===== config.mk =====
export PLATFORM = sky130hd
export DESIGN_NAME = sfrm_ctrl
export DESIGN_NICKNAME = d
export VERILOG_FILES = /design/src/hdl/sfrm_pkg.sv /design/src/hdl/sfrm_ctrl.sv
export SDC_FILE = /design/constraint.sdc
export NUM_CORES = 1
export LEC_CHECK = 0
export ABC_AREA = 0
export BUFFER_PORTS_ARGS = -buffer_cell sky130_fd_sc_hd__buf_2
export CORE_MARGIN = 2
export CORE_UTILIZATION = 49
export CTS_BUF_LIST = sky130_fd_sc_hd__clkbuf_16
export DETAILED_ROUTE_END_ITERATION = 6
export PLACE_DENSITY = 0.79
export SLEW_MARGIN = 20
export SYNTH_ARGS = -nofsm -noshare
export SYNTH_HDL_FRONTEND = slang
export SYNTH_SLANG_ARGS = --single-unit
export TNS_END_PERCENT = 10

===== constraint.sdc =====
create_clock -name clk -period 2.1 [get_ports clk]
set_input_delay 0.42 -clock clk [delete_from_list [all_inputs] [get_ports clk]]
set_output_delay 0.42 -clock clk [all_outputs]
set_load 0.05 [all_outputs]

===== src/hdl/sfrm_pkg.sv =====
package sfrm_pkg;

  // Register selects on the bus.
  localparam logic [2:0] SEL_MODE = 3'd0;
  localparam logic [2:0] SEL_ADDR = 3'd1;
  localparam logic [2:0] SEL_CMD  = 3'd2;
  localparam logic [2:0] SEL_PAGE = 3'd3;

  // Transaction status codes.
  localparam logic [1:0] ST_OK       = 2'd0;
  localparam logic [1:0] ST_UNMAPPED = 2'd1;
  localparam logic [1:0] ST_REJECT   = 2'd2;

  // Command register codes.
  localparam logic [31:0] CMD_FLAG_STATUS = 32'h0070_0001;
  localparam logic [31:0] CMD_FLAG_DONE   = 32'h0070_0080;
  localparam logic [31:0] CMD_ERASE_3B    = 32'h80D8_0003;
  localparam logic [31:0] CMD_ERASE_4B    = 32'h80D8_0004;
  localparam logic [31:0] CMD_PROG_3B     = 32'h8002_0103;
  localparam logic [31:0] CMD_PROG_4B     = 32'h8012_0104;
  localparam logic [31:0] CMD_READ_3B     = 32'h0003_0103;
  localparam logic [31:0] CMD_READ_4B     = 32'h0013_0104;
  localparam logic [31:0] CMD_WREN        = 32'h8006_0000;
  localparam logic [31:0] CMD_WRDI        = 32'h8004_0000;

  localparam logic [31:0] ADDR_MASK_NARROW = 32'h00FF_FFFF;

  // Kind of work a decoded transaction needs after the decode cycle.
  typedef enum logic [2:0] {
    RUN_NONE,
    RUN_PBUF,
    RUN_ERASE,
    RUN_PROG,
    RUN_READ
  } run_t;

  // Flash write data source.
  typedef enum logic [1:0] {
    FW_NONE,
    FW_ZERO,
    FW_ONES,
    FW_AND
  } fw_t;

  // Commands from the controller to the datapath.
  typedef struct packed {
    logic load_req;
    logic decode;
    logic start;
    logic step;
    fw_t  fl_wsel;
    logic fl_rd;
    logic pb_rd_bus;
    logic pb_rd_op;
    logic pb_wr_op;
    logic take_pbuf;
    logic load_out;
  } dp_cmd_t;

  // Status from the datapath to the controller.
  typedef struct packed {
    run_t run;
    logic addr_end;
    logic sector_end;
    logic page_end;
    logic out_free;
  } dp_stat_t;

endpackage


===== src/hdl/sfrm_ctrl.sv =====
module sfrm_ctrl
  import sfrm_pkg::*;
(
  input  logic     clk,
  input  logic     rst_n,
  input  logic     in_valid,
  output logic     in_ready,
  input  dp_stat_t stat,
  output dp_cmd_t  cmd
);

  typedef enum logic [9:0] {
    S_CLEAR  = 10'b0000000001,
    S_IDLE   = 10'b0000000010,
    S_DECODE = 10'b0000000100,
    S_PBWAIT = 10'b0000001000,
    S_ERASE  = 10'b0000010000,
    S_PRG_RD = 10'b0000100000,
    S_PRG_WR = 10'b0001000000,
    S_RD_RD  = 10'b0010000000,
    S_RD_WR  = 10'b0100000000,
    S_RESP   = 10'b1000000000
  } state_t;

  state_t state_r;
  state_t state_nxt;

  always_ff @(posedge clk) begin
    if (!rst_n) begin
      state_r <= S_CLEAR;
    end else begin
      state_r <= state_nxt;
    end
  end

  // Next state and datapath commands.
  always_comb begin
    state_nxt = state_r;
    cmd       = '0;
    in_ready  = 1'b0;
    case (state_r)
      S_CLEAR: begin
        cmd.fl_wsel = FW_ZERO;
        cmd.step    = 1'b1;
        if (stat.addr_end) begin
          state_nxt = S_IDLE;
        end
      end
      S_IDLE: begin
        in_ready     = 1'b1;
        cmd.load_req = in_valid;
        if (in_valid) begin
          state_nxt = S_DECODE;
        end
      end
      S_DECODE: begin
        cmd.decode = 1'b1;
        case (stat.run)
          RUN_ERASE: begin
            cmd.start = 1'b1;
            state_nxt = S_ERASE;
          end
          RUN_PROG: begin
            cmd.start = 1'b1;
            state_nxt = S_PRG_RD;
          end
          RUN_READ: begin
            cmd.start = 1'b1;
            state_nxt = S_RD_RD;
          end
          RUN_PBUF: begin
            cmd.pb_rd_bus = 1'b1;
            state_nxt     = S_PBWAIT;
          end
          default: begin
            state_nxt = S_RESP;
          end
        endcase
      end
      S_PBWAIT: begin
        cmd.take_pbuf = 1'b1;
        state_nxt     = S_RESP;
      end
      S_ERASE: begin
        cmd.fl_wsel = FW_ONES;
        cmd.step    = 1'b1;
        if (stat.addr_end || stat.sector_end) begin
          state_nxt = S_RESP;
        end
      end
      S_PRG_RD: begin
        cmd.fl_rd    = 1'b1;
        cmd.pb_rd_op = 1'b1;
        state_nxt    = S_PRG_WR;
      end
      S_PRG_WR: begin
        cmd.fl_wsel = FW_AND;
        cmd.step    = 1'b1;
        state_nxt   = (stat.addr_end || stat.page_end) ? S_RESP : S_PRG_RD;
      end
      S_RD_RD: begin
        cmd.fl_rd = 1'b1;
        state_nxt = S_RD_WR;
      end
      S_RD_WR: begin
        cmd.pb_wr_op = 1'b1;
        cmd.step     = 1'b1;
        state_nxt    = (stat.addr_end || stat.page_end) ? S_RESP : S_RD_RD;
      end
      S_RESP: begin
        if (stat.out_free) begin
          cmd.load_out = 1'b1;
          state_nxt    = S_IDLE;
        end
      end
      default: begin
        state_nxt = S_IDLE;
      end
    endcase
  end

endmodule


==> impl_metrics.toml <==
[timing]
period_minus_slack_ns = 2.26
fmax_ghz = 0.442
period_share = 1.08
grt_setup_unrepaired = "true"
finalMaxSlewViolations = 0
setup-violations-final = 7
worst_pin_slew_ns = 0.455
tns_ns = -0.459
relSlewSlack = 0.694
finalWorstSetupSlack_ns = -0.163
final-hold-violation-count = 0
skew_ns = 0.00166
whs_ns = 0.456

[pwr]
p_sw_frac = 0.296
p_per_area_mw_per_mm2 = 595
p_comb_frac = 0.269
irDropWorstVdd_v = 0.000560
p_leak_nw = 0.527
seqPwrFrac = 0.274
p_int_w = 0.000525
clkPwrFrac = 0.456
p_sw_w = 0.000221

[global_route]
antenna_found_initial = 0
grt_pass1_vias = 956
grt_overflow = 0
grtUsageTotal = 0.340
grt_first_pass_wirelength_mm = 4.57
grt_max_degree = 11

[min_path]
holdCritPathClass = "input port to flop"

[floorplanning]
start_util = 0.512
die_h_um = 43.4
pin_count = 23
die_w_um = 43.4
core-area_sq_mm = 0.00149
die_area_sq_mm = 0.00189
rows = 14

[cts]
cts_buffers = 3
clk_pin_slew_ns = 0.04
cts_sinks = 10
cts_tree = "done"
cts_hold_buffers = 0
insertion_delay_ns = 0.24
htree_levels = 1
clock_path_buffers = 2
cts_root_buf = "clkbuf_16"

[detailed_routing]
dr.pass1.iters = 6
drc = 0
wirelength_mm = 2.85
wl_per_cell_um = 19.0
drtIter0Drc = 21
ant_nets = 0
vias = 998
via_per_inst = 6.65

[cells_and_area]
largest_register_ffs = 10
drive_above_1_share = 0.522
nets = 146
layout_commonest_cell = "buf_4"
num_antenna_cells = 0
fillers = 74
reg.largest.list = "state_r: 10 flops"
final_cell_mix = "buf_4 (17), buf_2 (10), buf_6 (9)"
area_growth_syn_to_layout_pct = 64.5
regMostFlops = "state_r"

[placed_design]
numPortBuffers = 22
hpwlAfterDp_mm = 1.77
gp_congestion = 0.890

[worst_setup_path]
crit_fanout = 3
critPathTopFamily = "simple AND/OR/NAND/NOR gates"
worst_setup_path_end_kind = "primary output"
crit_slowest_cell = "or4b_4"
critPathMaxStageDelay_ns = 0.55
startpoint_type = "flop"
worstSetupPathType = "flop to primary output"
cp_data_required_time_ns = 1.68
reg2reg_slack_ns = 0.25
critical_path_buf_inv_count = 1
worstPathArrival_ns = 1.84
cp_cell_sequence = "nor4_4, nand4_4, or4b_4, o21ai_2, buf_6"

[status]
violations = "negative setup slack"
status = "complete, but fails checks"

[synth]
netlist_instances = 94
ys_seq_elements = 10
netlist_area_sq_um = 762
yosys_warnings = 0
async_flop_share = 0
synthFlopType = "dfxtp_1"
avgSynthCellArea_sq_um = 8.11
synth_edf_count = 0
seq_area_frac_synth = 0.263
synth.distinct_cells = 36
synth_fp_nets = 104

[run]
max_cap_violations = 0
## routing by layer
metal / vias to the layer above / GRT usage / wire (um)
met5: - / 0 / 0
li1: 441 / - / -
met1: 477 / 0.376 / 1130
met3: 20 / 0.0792 / 176
met2: 60 / 0.561 / 1400
met4: 0 / 0.261 / 148
## repair_timing
action,in CTS,in global routing
setup buffers,2,0
gates resized for setup,30,15
pin swaps,4,3
setup endpoints to repair,11,12
## kinds of logic (layout without fill, tap and decap cells)
group           Yosys count  count (layout)  synth area share
simple gates             59              59             0.535
compound gates           16              16             0.143
flops                    10              10             0.263
buf+inv                   7              47            0.0361
xor+xnor                  2               2            0.0230
## cell type report
class	instances	area, sq um	area share
sequential	10	205	0.164
timing repair buffer	40	332	0.264
tap	16	20.0	0.0160
inverter	4	15.0	0.0120
clock buffer	3	75.1	0.0599
multi-input combinational	77	607	0.484
## path summary, 6_finish.rpt
kind,from,endpoint,cells past startpoint
worst max-delay path,state_r[7],cmd[9],5
worst max register to register,state_r[6],state_r[1],7
worst min register to register,state_r[7],state_r[8],3
worst min-delay path,stat[5],state_r[3],2
## synthesized netlist by cell type (all sizes together) (2+ instances only)
master  instances  share of area
nor4            8          0.094
or4             2          0.020
o31ai           2          0.020
nor3b           3          0.030
o21ai           7          0.046
or3b            2          0.023
nand4           3          0.044
nand2           8          0.039
clkbuf          2         0.0099
nor3            6          0.046
nand2b          5          0.041
a21oi           2          0.018
nor2            8          0.039
dfxtp          10           0.26
inv             4          0.020
nand4b          5          0.066
xor2            2          0.023
nand3b          2          0.020
and2            3          0.025
## power by group through the flow
stage	sequential (W)	clock, W	combinational [W]
after floorplan	0.000208	0	0.000103
after global placement	0.000205	0	0.000160
after detailed placement	0.000205	0	0.000165
after CTS	0.000204	0.000340	0.000193
after global routing	0.000205	0.000353	0.000212
final	0.000205	0.000340	0.000201
## through the flow
stage           util  std cells  power [W]  setup slack, ns  cell area (sq um)
2_1_floorplan      -         94   0.000311           -0.411                792
3_3_place_gp   0.685        145   0.000365         0.000641               1020
3_5_place_dp   0.685        145   0.000370          -0.0453               1020
4_1_cts        0.815        150   0.000737           -0.153               1210
5_1_grt        0.842        150   0.000770           -0.227               1250
6_report       0.842        150   0.000746           -0.163               1250
(Power assumes the default switching activity.)
